<file path="src/sv/i2cs_pkg.sv">
`timescale 1ns / 1ps
// Shared types and constants for the I2C slave byte sequencer.
// No dependencies; imported by every module of the block.
package i2cs_pkg;

	// Both byte queues share one depth
	localparam int Q_DEPTH = 16;
	localparam int PTR_W   = $clog2(Q_DEPTH);
	localparam int CNT_W   = $clog2(Q_DEPTH + 1);

	typedef enum logic [1:0] {
		ACT_START = 2'd0,
		ACT_OVF   = 2'd1,
		ACT_PUSH  = 2'd2,
		ACT_POP   = 2'd3
	} act_t;

	typedef enum logic [2:0] {
		PH_ADDR      = 3'd0,
		PH_SEND      = 3'd1,
		PH_REQ_REPLY = 3'd2,
		PH_CHK_REPLY = 3'd3,
		PH_RECV      = 3'd4,
		PH_GET_ACK   = 3'd5
	} phase_t;

	// Queue strobes from the sequencer
	typedef struct packed {
		logic tx_push;
		logic tx_pop;
		logic rx_push;
		logic rx_pop;
	} q_ctl_t;

	// Queue status back to the sequencer
	typedef struct packed {
		logic tx_empty;
		logic tx_full;
		logic rx_empty;
		logic rx_full;
	} q_stat_t;

	// One result word
	typedef struct packed {
		phase_t     phase;
		logic       waiting_for_start;
		logic       sda_drive;
		logic       load_enable;
		logic [7:0] load_byte;
		logic       one_bit_shift;
		logic [7:0] host_data;
		logic       host_ok;
		logic       rx_dropped;
	} res_t;

endpackage

</file>
<file path="src/sv/i2cs_fifo.sv">
`timescale 1ns / 1ps
// Byte queue of Q_DEPTH entries with head/tail pointers and a fill count.
// Depends on i2cs_pkg.
module i2cs_fifo (
	input  logic       clk,
	input  logic       arst_n,
	input  logic       push,
	input  logic       pop,
	input  logic [7:0] wdata,
	output logic [7:0] rdata,
	output logic       empty,
	output logic       full
);
	import i2cs_pkg::*;

	logic [7:0]       mem_q [Q_DEPTH];
	logic [PTR_W-1:0] head_q;
	logic [PTR_W-1:0] tail_q;
	logic [CNT_W-1:0] count_q;

	assign empty = (count_q == '0);
	assign full  = (count_q == CNT_W'(Q_DEPTH));
	assign rdata = mem_q[head_q];

	// Storage, no reset
	always_ff @(posedge clk) begin
		if (push && !full) begin
			mem_q[tail_q] <= wdata;
		end
	end

	// Pointers and fill count
	always_ff @(posedge clk or negedge arst_n) begin
		if (!arst_n) begin
			head_q  <= '0;
			tail_q  <= '0;
			count_q <= '0;
		end else begin
			if (push && !full) begin
				tail_q <= (tail_q == PTR_W'(Q_DEPTH - 1)) ? '0 : tail_q + 1'b1;
			end
			if (pop && !empty) begin
				head_q <= (head_q == PTR_W'(Q_DEPTH - 1)) ? '0 : head_q + 1'b1;
			end
			case ({push && !full, pop && !empty})
				2'b10:   count_q <= count_q + 1'b1;
				2'b01:   count_q <= count_q - 1'b1;
				default: count_q <= count_q;
			endcase
		end
	end

	assert property (@(posedge clk) disable iff (!arst_n) count_q <= CNT_W'(Q_DEPTH))
		else $error("fifo count above depth");
	assert property (@(posedge clk) disable iff (!arst_n)
		(push && full && !pop) |=> $stable(count_q))
		else $error("push into full fifo changed count");
	assert property (@(posedge clk) disable iff (!arst_n)
		(count_q == '0) |-> (head_q == tail_q))
		else $error("empty fifo with unequal pointers");

endmodule

</file>
<file path="src/sv/i2cs_seq.sv">
`timescale 1ns / 1ps
// Protocol sequencer: phase and armed registers plus next-state/result decode.
// Depends on i2cs_pkg.
module i2cs_seq (
	input  logic                clk,
	input  logic                arst_n,
	input  logic                adv,
	input  i2cs_pkg::act_t      action,
	input  logic [7:0]          shift_byte,
	input  logic [6:0]          own_address,
	input  i2cs_pkg::q_stat_t   qstat,
	input  logic [7:0]          tx_rdata,
	input  logic [7:0]          rx_rdata,
	output i2cs_pkg::q_ctl_t    qctl,
	output i2cs_pkg::res_t      res
);
	import i2cs_pkg::*;

	phase_t phase_q, phase_n;
	logic   armed_q, armed_n;
	logic   addr_hit;
	q_ctl_t ctl_raw;

	assign addr_hit = (shift_byte == 8'h00) || (shift_byte[7:1] == own_address);

	// Next state and per-event result
	always_comb begin
		phase_n = phase_q;
		armed_n = armed_q;
		ctl_raw = '0;
		res     = '0;
		unique case (action)
			ACT_START: begin
				phase_n = PH_ADDR;
				armed_n = 1'b1;
			end
			ACT_OVF: begin
				if (armed_q) begin
					unique case (phase_q)
						PH_ADDR: begin
							if (addr_hit) begin
								phase_n         = shift_byte[0] ? PH_SEND : PH_RECV;
								res.load_enable = 1'b1;
							end else begin
								armed_n = 1'b0;
							end
						end
						PH_SEND, PH_CHK_REPLY: begin
							if (phase_q == PH_CHK_REPLY && shift_byte != 8'h00) begin
								armed_n = 1'b0;  // master NACK
							end else if (!qstat.tx_empty) begin
								ctl_raw.tx_pop  = 1'b1;
								phase_n         = PH_REQ_REPLY;
								res.load_enable = 1'b1;
								res.load_byte   = tx_rdata;
							end else begin
								armed_n = 1'b0;
							end
						end
						PH_REQ_REPLY: begin
							phase_n         = PH_CHK_REPLY;
							res.load_enable = 1'b1;
						end
						PH_RECV: begin
							phase_n = PH_GET_ACK;
						end
						PH_GET_ACK: begin
							ctl_raw.rx_push = !qstat.rx_full;
							res.rx_dropped  = qstat.rx_full;
							phase_n         = PH_RECV;
							res.load_enable = 1'b1;
						end
						default: begin
						end
					endcase
				end
			end
			ACT_PUSH: begin
				ctl_raw.tx_push = !qstat.tx_full;
				res.host_ok     = !qstat.tx_full;
			end
			ACT_POP: begin
				ctl_raw.rx_pop = !qstat.rx_empty;
				res.host_ok    = !qstat.rx_empty;
				res.host_data  = qstat.rx_empty ? 8'h00 : rx_rdata;
			end
			default: begin
			end
		endcase
		res.phase             = phase_n;
		res.waiting_for_start = !armed_n;
		res.sda_drive         = armed_n &&
			(phase_n == PH_SEND || phase_n == PH_REQ_REPLY || phase_n == PH_RECV);
		res.one_bit_shift     = armed_n &&
			(phase_n == PH_SEND || phase_n == PH_CHK_REPLY || phase_n == PH_RECV);
	end

	assign qctl = adv ? ctl_raw : '0;

	// Protocol state
	always_ff @(posedge clk or negedge arst_n) begin
		if (!arst_n) begin
			phase_q <= PH_ADDR;
			armed_q <= 1'b0;
		end else if (adv) begin
			phase_q <= phase_n;
			armed_q <= armed_n;
		end
	end

	assert property (@(posedge clk) disable iff (!arst_n)
		(adv && action == ACT_OVF && !armed_q) |=> (!armed_q && $stable(phase_q)))
		else $error("overflow while waiting changed state");
	assert property (@(posedge clk) disable iff (!arst_n)
		$countones({qctl.tx_push, qctl.tx_pop, qctl.rx_push, qctl.rx_pop}) <= 1)
		else $error("more than one queue strobe per word");
	assert property (@(posedge clk) disable iff (!arst_n)
		(adv && action == ACT_START) |=> (armed_q && phase_q == PH_ADDR))
		else $error("start did not arm address check");

endmodule

</file>
<file path="src/sv/i2c_slave_byte_sequencer_top.sv">
`timescale 1ns / 1ps
// Top level of the I2C slave byte sequencer: input register, sequencer,
// transmit and receive queues, result register. Depends on i2cs_pkg,
// i2cs_fifo and i2cs_seq.
//
// Usage:
//  - Input channel (in_valid/in_ready) takes one event word: action,
//    shift_byte, host_byte. Output channel (out_valid/out_ready) gives one
//    result word per event, in order.
//  - cfg_we/cfg_wdata write own_address; write only while idle.
//  - An accepted word is held in the input register and is decoded into the
//    result register once that register is free or being drained; its result
//    is then on the outputs until out_ready takes it.
//  - Throughput: one word per cycle while out_ready stays high. Input and
//    result registers decouple the sides; protocol state and queue pointers
//    are updated in the single cycle the word moves from one to the other.
//  - When out_ready is low the result register holds, the input register
//    fills, and in_ready drops only once both are occupied.
//  - Reset (arst_n low): waiting for start, phase address check, both queues
//    empty, own_address zero, no word in flight. No clearing pass.
module i2c_slave_byte_sequencer_top (
	input  logic       clk,
	input  logic       arst_n,
	input  logic       cfg_we,
	input  logic [6:0] cfg_wdata,
	input  logic       in_valid,
	output logic       in_ready,
	input  logic [1:0] action,
	input  logic [7:0] shift_byte,
	input  logic [7:0] host_byte,
	output logic       out_valid,
	input  logic       out_ready,
	output logic [2:0] phase,
	output logic       waiting_for_start,
	output logic       sda_drive,
	output logic       load_enable,
	output logic [7:0] load_byte,
	output logic       one_bit_shift,
	output logic [7:0] host_data,
	output logic       host_ok,
	output logic       rx_dropped
);
	import i2cs_pkg::*;

	logic [6:0] own_address_q;
	logic       valid_s1;
	act_t       action_s1;
	logic [7:0] shift_s1;
	logic [7:0] host_s1;
	logic       out_valid_q;
	res_t       res_q;
	res_t       res_n;
	logic       adv;
	q_ctl_t     qctl;
	q_stat_t    qstat;
	logic [7:0] tx_rdata;
	logic [7:0] rx_rdata;

	// Handshake: move a word when the result register is free or draining
	assign adv      = valid_s1 && (!out_valid_q || out_ready);
	assign in_ready = !valid_s1 || adv;

	// Config register
	always_ff @(posedge clk or negedge arst_n) begin
		if (!arst_n) begin
			own_address_q <= '0;
		end else if (cfg_we) begin
			own_address_q <= cfg_wdata;
		end
	end

	// Input register
	always_ff @(posedge clk or negedge arst_n) begin
		if (!arst_n) begin
			valid_s1 <= 1'b0;
		end else if (in_ready) begin
			valid_s1 <= in_valid;
		end
	end

	always_ff @(posedge clk) begin
		if (in_valid && in_ready) begin
			action_s1 <= act_t'(action);
			shift_s1  <= shift_byte;
			host_s1   <= host_byte;
		end
	end

	i2cs_seq u_seq (
		.clk         (clk),
		.arst_n      (arst_n),
		.adv         (adv),
		.action      (action_s1),
		.shift_byte  (shift_s1),
		.own_address (own_address_q),
		.qstat       (qstat),
		.tx_rdata    (tx_rdata),
		.rx_rdata    (rx_rdata),
		.qctl        (qctl),
		.res         (res_n)
	);

	i2cs_fifo u_tx_fifo (
		.clk    (clk),
		.arst_n (arst_n),
		.push   (qctl.tx_push),
		.pop    (qctl.tx_pop),
		.wdata  (host_s1),
		.rdata  (tx_rdata),
		.empty  (qstat.tx_empty),
		.full   (qstat.tx_full)
	);

	i2cs_fifo u_rx_fifo (
		.clk    (clk),
		.arst_n (arst_n),
		.push   (qctl.rx_push),
		.pop    (qctl.rx_pop),
		.wdata  (shift_s1),
		.rdata  (rx_rdata),
		.empty  (qstat.rx_empty),
		.full   (qstat.rx_full)
	);

	// Result register
	always_ff @(posedge clk or negedge arst_n) begin
		if (!arst_n) begin
			out_valid_q <= 1'b0;
		end else if (adv) begin
			out_valid_q <= 1'b1;
		end else if (out_ready) begin
			out_valid_q <= 1'b0;
		end
	end

	always_ff @(posedge clk) begin
		if (adv) begin
			res_q <= res_n;
		end
	end

	assign out_valid         = out_valid_q;
	assign phase             = res_q.phase;
	assign waiting_for_start = res_q.waiting_for_start;
	assign sda_drive         = res_q.sda_drive;
	assign load_enable       = res_q.load_enable;
	assign load_byte         = res_q.load_byte;
	assign one_bit_shift     = res_q.one_bit_shift;
	assign host_data         = res_q.host_data;
	assign host_ok           = res_q.host_ok;
	assign rx_dropped        = res_q.rx_dropped;

	assert property (@(posedge clk) disable iff (!arst_n)
		out_valid_q |-> (res_q.load_enable || res_q.load_byte == 8'h00))
		else $error("load byte set without load enable");
	assert property (@(posedge clk) disable iff (!arst_n)
		(out_valid_q && res_q.waiting_for_start) |-> (!res_q.sda_drive && !res_q.one_bit_shift))
		else $error("SDA driven while waiting for start");
	assert property (@(posedge clk) disable iff (!arst_n)
		out_valid_q |-> !(res_q.rx_dropped && res_q.host_ok))
		else $error("dropped byte and host access in one word");
	assert property (@(posedge clk) disable iff (!arst_n)
		(valid_s1 && !in_ready) |=> valid_s1)
		else $error("stalled input word lost");

endmodule

</file>
<file path="config.mk">
export PLATFORM = sky130hd
export DESIGN_NAME = i2c_slave_byte_sequencer_top
export DESIGN_NICKNAME = d
export VERILOG_FILES = /design/src/sv/i2cs_pkg.sv /design/src/sv/i2cs_fifo.sv /design/src/sv/i2cs_seq.sv /design/src/sv/i2c_slave_byte_sequencer_top.sv
export SDC_FILE = /design/constraint.sdc
export NUM_CORES = 1
export LEC_CHECK = 0
export BUFFER_PORTS_ARGS = -buffer_cell sky130_fd_sc_hd__buf_2
export CAP_MARGIN = 0
export CORE_UTILIZATION = 56
export DETAILED_ROUTE_END_ITERATION = 8
export GPL_ROUTABILITY_DRIVEN = 1
export GPL_TIMING_DRIVEN = 0
export HOLD_SLACK_MARGIN = 0.03
export PLACE_DENSITY = 0.73
export SYNTH_ARGS = -nofsm -noshare
export SYNTH_HDL_FRONTEND = slang
export SYNTH_HIERARCHICAL = 1
export SYNTH_SLANG_ARGS = --single-unit
</file>
<file path="constraint.sdc">
create_clock -name clk -period 9.31 [get_ports clk]
set_input_delay 1.862 -clock clk [delete_from_list [all_inputs] [get_ports clk]]
set_output_delay 1.862 -clock clk [all_outputs]
set_load 0.005 [all_outputs]
</file>
======== After elaboration in Yosys (flattened, before gate mapping) ========
Memories as Yosys holds them, arrays and structs flattened. A register that Yosys moved wholly into a read port is not among the register bits.
Index checks and enable logic that the tools add are counted.
cells by class
  order comparisons ....................... 0
  shifts and indexed selects .............. 0
  bitwise gates (word level) .............. 4
  muxes and demuxes ....................... 36
  reductions and logical operators ........ 38
  $add $sub $neg .......................... 8
  divide/modulo/power cells ............... 0
  multipliers ............................. 0
  equal/unequal tests ..................... 23
operators by type and width
  operator             number
  $mux 4               5
  $pmux 5 s2           2
  $mux 9               2
  $add 4x1->4 const B  4
  $eq 4x4->1 const B   4
  $mux 3               5
  $pmux 3 s5           1
  $mux 1               14
  $eq 3x2->1 const B   4
  $add 5x1->5 const B  2
  $eq 5x5->1 const B   2
  $logic_not 5->1      2
  $sub 5x1->5 const B  2
  $eq 3x3->1 const B   3
  $logic_and 1x1->1    9
  $eq 2x2->1 const B   4
  $logic_not 8->1      1
  $reduce_bool 8->1    1
  $eq 7x7->1           1
  $logic_not 1->1      7
  $logic_or 1x1->1     7
  $eq 2x1->1 const B   3
  $eq 3x1->1 const B   2
  $pmux 1 s2           3
  11 further kinds     19
storage, ports and cells
  logic and storage cells ................. 133
  memories kept ........................... 2
  input bits .............................. 30
  memory bits (writable) .................. 256
  ROM bits ................................ 0
  bits in latches ......................... 0
  bits in registers ....................... 74
memories
  memory           words  bits a word  read ports  clocked after memory_dff  write ports  RTL line         text
  u_rx_fifo.mem_q  16     8            1           1                         1            i2cs_fifo.sv:16  logic [7:0] mem_q [Q_DEPTH];
  u_tx_fifo.mem_q  16     8            1           0                         1            i2cs_fifo.sv:16

======== Logic depth before layout (Yosys ltp) ========
  word-level depth ........................ 10
  mapped depth ............................ 12
  depth with buffers taken out ............ 12

======== By module ========
The synthesis kept the hierarchy.
by module, submodules not included
  module                        instances  sequential area each (µm²)  cells an instance  area each (µm²)
  i2cs_fifo at u_tx_fifo        1          4169.0                      329                5881.9
  i2cs_fifo at u_rx_fifo        1          4169.0                      329                5869.4
  i2c_slave_byte_sequencer_top  1          1516.5                      66                 1671.6
  i2cs_seq                      1          100.1                       96                 742.0

======== Worst setup path after synthesis ========
Ideal clock, no wire load.
  path type ............................... input to register
  start point ............................. input out_ready
  end point ............................... register u_tx_fifo.count_q[4]
  arrival ................................. 4.892 ns
  setup slack ............................. 4.338 ns
  buffers on the path ..................... 1
  stages .................................. 12
  library setup time ...................... 0.080 ns
  required time ........................... 9.230 ns
  cells stage by stage .................... nand2b_1 -> and2_1 -> clkbuf_1 -> nor4b_1 -> o21a_2 -> inv_2 -> ha_1 -> fa_1 -> a21o_1 -> a21oi_1 -> mux2i_1 -> xnor2_1
RTL lines
  what                  RTL line                            text
  start, declared       i2c_slave_byte_sequencer_top.sv:32  input logic out_ready,
  end signal, assigned  i2cs_fifo.sv:46                     2'b10: count_q <= count_q + 1'b1;
  end signal, assigned  i2cs_fifo.sv:47                     2'b01: count_q <= count_q - 1'b1;
  end signal, assigned  i2cs_fifo.sv:48                     default: count_q <= count_q;
  end, declared         i2cs_fifo.sv:19                     logic [CNT_W-1:0] count_q;

==> run_results.csv <==
group,metric,value,unit
clocking,clk_pin_slew,0.06,ns
detailed_routing,drt_iter0_drc,699,
timing,slew-limit-headroom,15.19,%
synth,synth_top_area_share,63.39,%
timing,tns,0,ns
worst_hold_path,hp-class,"flip-flop to flip-flop",
outcome,status,"finished clean",
synth,syn_area,14160,µm²
synth,synthTopCellsByCount,"edfxtp_1, mux2i_1, nand2_1",
die,die_area,25930,µm²
clocking,postCtsResizedCells,0,
power,power_leakage,0.005588,µW
place,place_hpwl,18.14,mm
layout,nNetsFinal,961,
die,fp.coreArea,24530,µm²
worst_hold_path,min_from,"valid_s1",
synth,synth_fp_nets,870,
timing,fin_skew,0.02294,ns
clocking,cts_buffer_depth,3,
synth,yosys_warnings,6,
synth,yosysMostFrequentCell,"edfxtp_1",
synth,syn_avg_cell_area,17.27,µm²
synth,synthCells,820,
global_route,grt_first_pass_wirelength,44.10,mm
power,peakVddDrop,0.1513,mV
clocking,cts_setup_buffers,0,
layout,drive_above_1_share,23.08,%
clocking,hold_buffers,0,
setup_path,regToRegEndpoint,"u_tx_fifo/count_q[4]",
setup_path,r2r_cells,12,
layout,area_growth,13.21,%
synth,synthTopCellsByArea,"edfxtp_1, dfrtp_1, mux2i_1, mux4_2, a221oi_2",
detailed_routing,vias_per_cell,6.000,
clocking,worstSkewPairLatency,0.53,ns
timing,drv_slew,0,
die,die_h,161.0,µm
detailed_routing,drc,0,
timing,setup_viol,0,
die,start_util,57.74,%
clocking,numCtsBuffers,34,
setup_path,reg2reg_setup_slack,5.51,ns
timing,final-hold-violation-count,0,
setup_path,path_class,"input pin to flip-flop",
synth,synth_cell_types,63,
layout,diodes,0,
die,design.portCount,57,
timing,fin_crit,4.849,ns
clocking,htreeDepth,2,
setup_path,cp-end-kind,"flip-flop",
detailed_routing,antenna_left,0,
die,die_w,161.0,µm
clocking,cts_sinks,338,
place,place_congestion,0.8839,
timing,fin_crit_sh,52.09,%
global_route,grt_max_degree,40,
clocking,clockRootBuffer,"clkbuf_16",
layout,final_area,16040,µm²
setup_path,reg2reg_from,"out_valid",
timing,rsz0062_at_grt,"no",
flow_run,max_cap_viol_count,0,
setup_path,start_kind,"input pin",
setup_path,critPathArrivalTime,5.30,ns
timing,holdWs,0.4948,ns
layout,fill_cells,1727,
clocking,cts_tree,"yes",
setup_path,required,9.76,ns
synth,synth-edff-count,299,
timing,worst_slew_pin_slew,1.263,ns
place,dpl_cell_area,14850,µm²
setup_path,crit_fanout,26,
global_route,grt_pass1_vias,7610,
worst_hold_path,whs_path_depth,1,
global_route,gr-usage-all-layers,22.82,%
global_route,grt_overflow_total,0,
layout,final_util,65.37,%
worst_hold_path,hold_end,"out_valid",
global_route,antenna_found_initial,0,
synth,synth.largest_area_cell,"edfxtp_1",
detailed_routing,routedWlPerCell,22.69,µm
detailed_routing,first_pass_iters,5,
die,rows,57,
detailed_routing,vias,7560,
place,io_buffer_count,55,
detailed_routing,wl,28.59,mm
power,power_density,227.2,nW/µm²
timing,fmax,206.2,MHz
synth,yosysSeqAreaShare,70.28,%
synth,synth_async_sr_flop_share,11.54,%
synth,ys_ff_latch,338,
synth,ys.flop_type,"edfxtp_1",
-- through the flow --
step / cells / total power [µW] / setup slack, ns
final: 1260 / 3643 / 4.461
after global routing: 1260 / 3763 / 4.165
after CTS: 1260 / 3662 / 3.938
after detailed placement: 1199 / 2233 / 3.455
after global placement: 1199 / 2223 / 3.490
after floorplan: 820 / 2115 / 4.338
-- critical path: stages --
cell and delay, ns:
buf_2 0.08, nand2b_1 0.11, and2_2 0.67, clkbuf_1 0.41, nor4b_1 0.30, o21a_2 0.30, inv_2 0.07, ha_1 0.29
fa_1 0.48, a21o_1 0.18, a21oi_1 0.16, mux2i_1 0.24, xnor2_1 0.14
-- registers in the layout, indices dropped and copies added, names as in the netlist, 5 cells and up --
register           flops
own_address_q          7
host_s1                8
u_rx_fifo/count_q      5
load_byte              8
shift_s1               8
u_tx_fifo/count_q      5
u_tx_fifo/mem_q      128
host_data              8
u_rx_fifo/mem_q      128
-- cells in the final DEF, fill, tap and decap left out, types with 16 or more instances in the layout --
cell	Yosys	final
clkbuf_1	9	16
mux2i_1	69	69
mux4_2	30	30
buf_2	4	59
nand2_1	48	48
nor2_1	33	33
a22oi_1	18	18
and2_1	23	22
clkbuf_16	0	35
edfxtp_1	299	299
o21ai_0	22	22
dfrtp_1	39	39
ha_1	18	18
a221oi_2	19	19
buf_6	16	16
-- power by group --
group | switching, µW | total (µW) | internal, µW
logic | 238 | 434 | 196
clock network | 558 | 1430 | 877
registers | 58.4 | 1780 | 1720
-- area by class of cell --
cell class                 instances  area (µm²)  area share [%]
buffer                            38       320.3           1.997
multi-input combinational        428        3831           23.89
clock inverter                    17       260.3           1.623
inverter                          16       60.06          0.3745
clock buffer                      44       929.6           5.797
tap                              324       405.4           2.528
timing repair buffer              55       275.3           1.716
sequential                       338        9955           62.07
-- how the worst max path moves through the flow --
| stage | cells after the start | slack (ns) | end | startpoint |
|---|---|---|---|---|
| after floorplan | 12 | 4.34 | u_tx_fifo/count_q[4] | out_ready |
| after global placement | 13 | 3.49 | u_tx_fifo/count_q[4] | out_ready |
| after detailed placement | 13 | 3.46 | u_tx_fifo/count_q[4] | out_ready |
| after CTS | 13 | 3.94 | u_tx_fifo/count_q[4] | out_ready |
| after global routing | 13 | 4.16 | u_tx_fifo/count_q[4] | out_ready |
| final | 13 | 4.46 | u_tx_fifo/count_q[4] | out_ready |
-- cells by family (layout without fill, tap and decap cells) --
logic type                 after synthesis  after routing  synth area share [%]
buffers and inverters                   54            170                 2.685
xor gates and xnor gates                19             19                 1.175
and+or+nand+nor                        155            155                 5.547
AOI/OAI and AO/OA                      122            122                 7.367
muxes                                  112            112                 11.08
DFF                                    338            338                 70.28
adders and majority gates               20             20                 1.873
-- routing by layer --
metal	part of all wire, %	vias to the layer above	track usage (%)
met2	46	305	34.76
met5	0	-	0
li1	-	3400	-
met3	7.1	57	4.391
met4	2.9	0	7.933
met1	44	3798	33.28
Power figures use the tool's default switching activity.
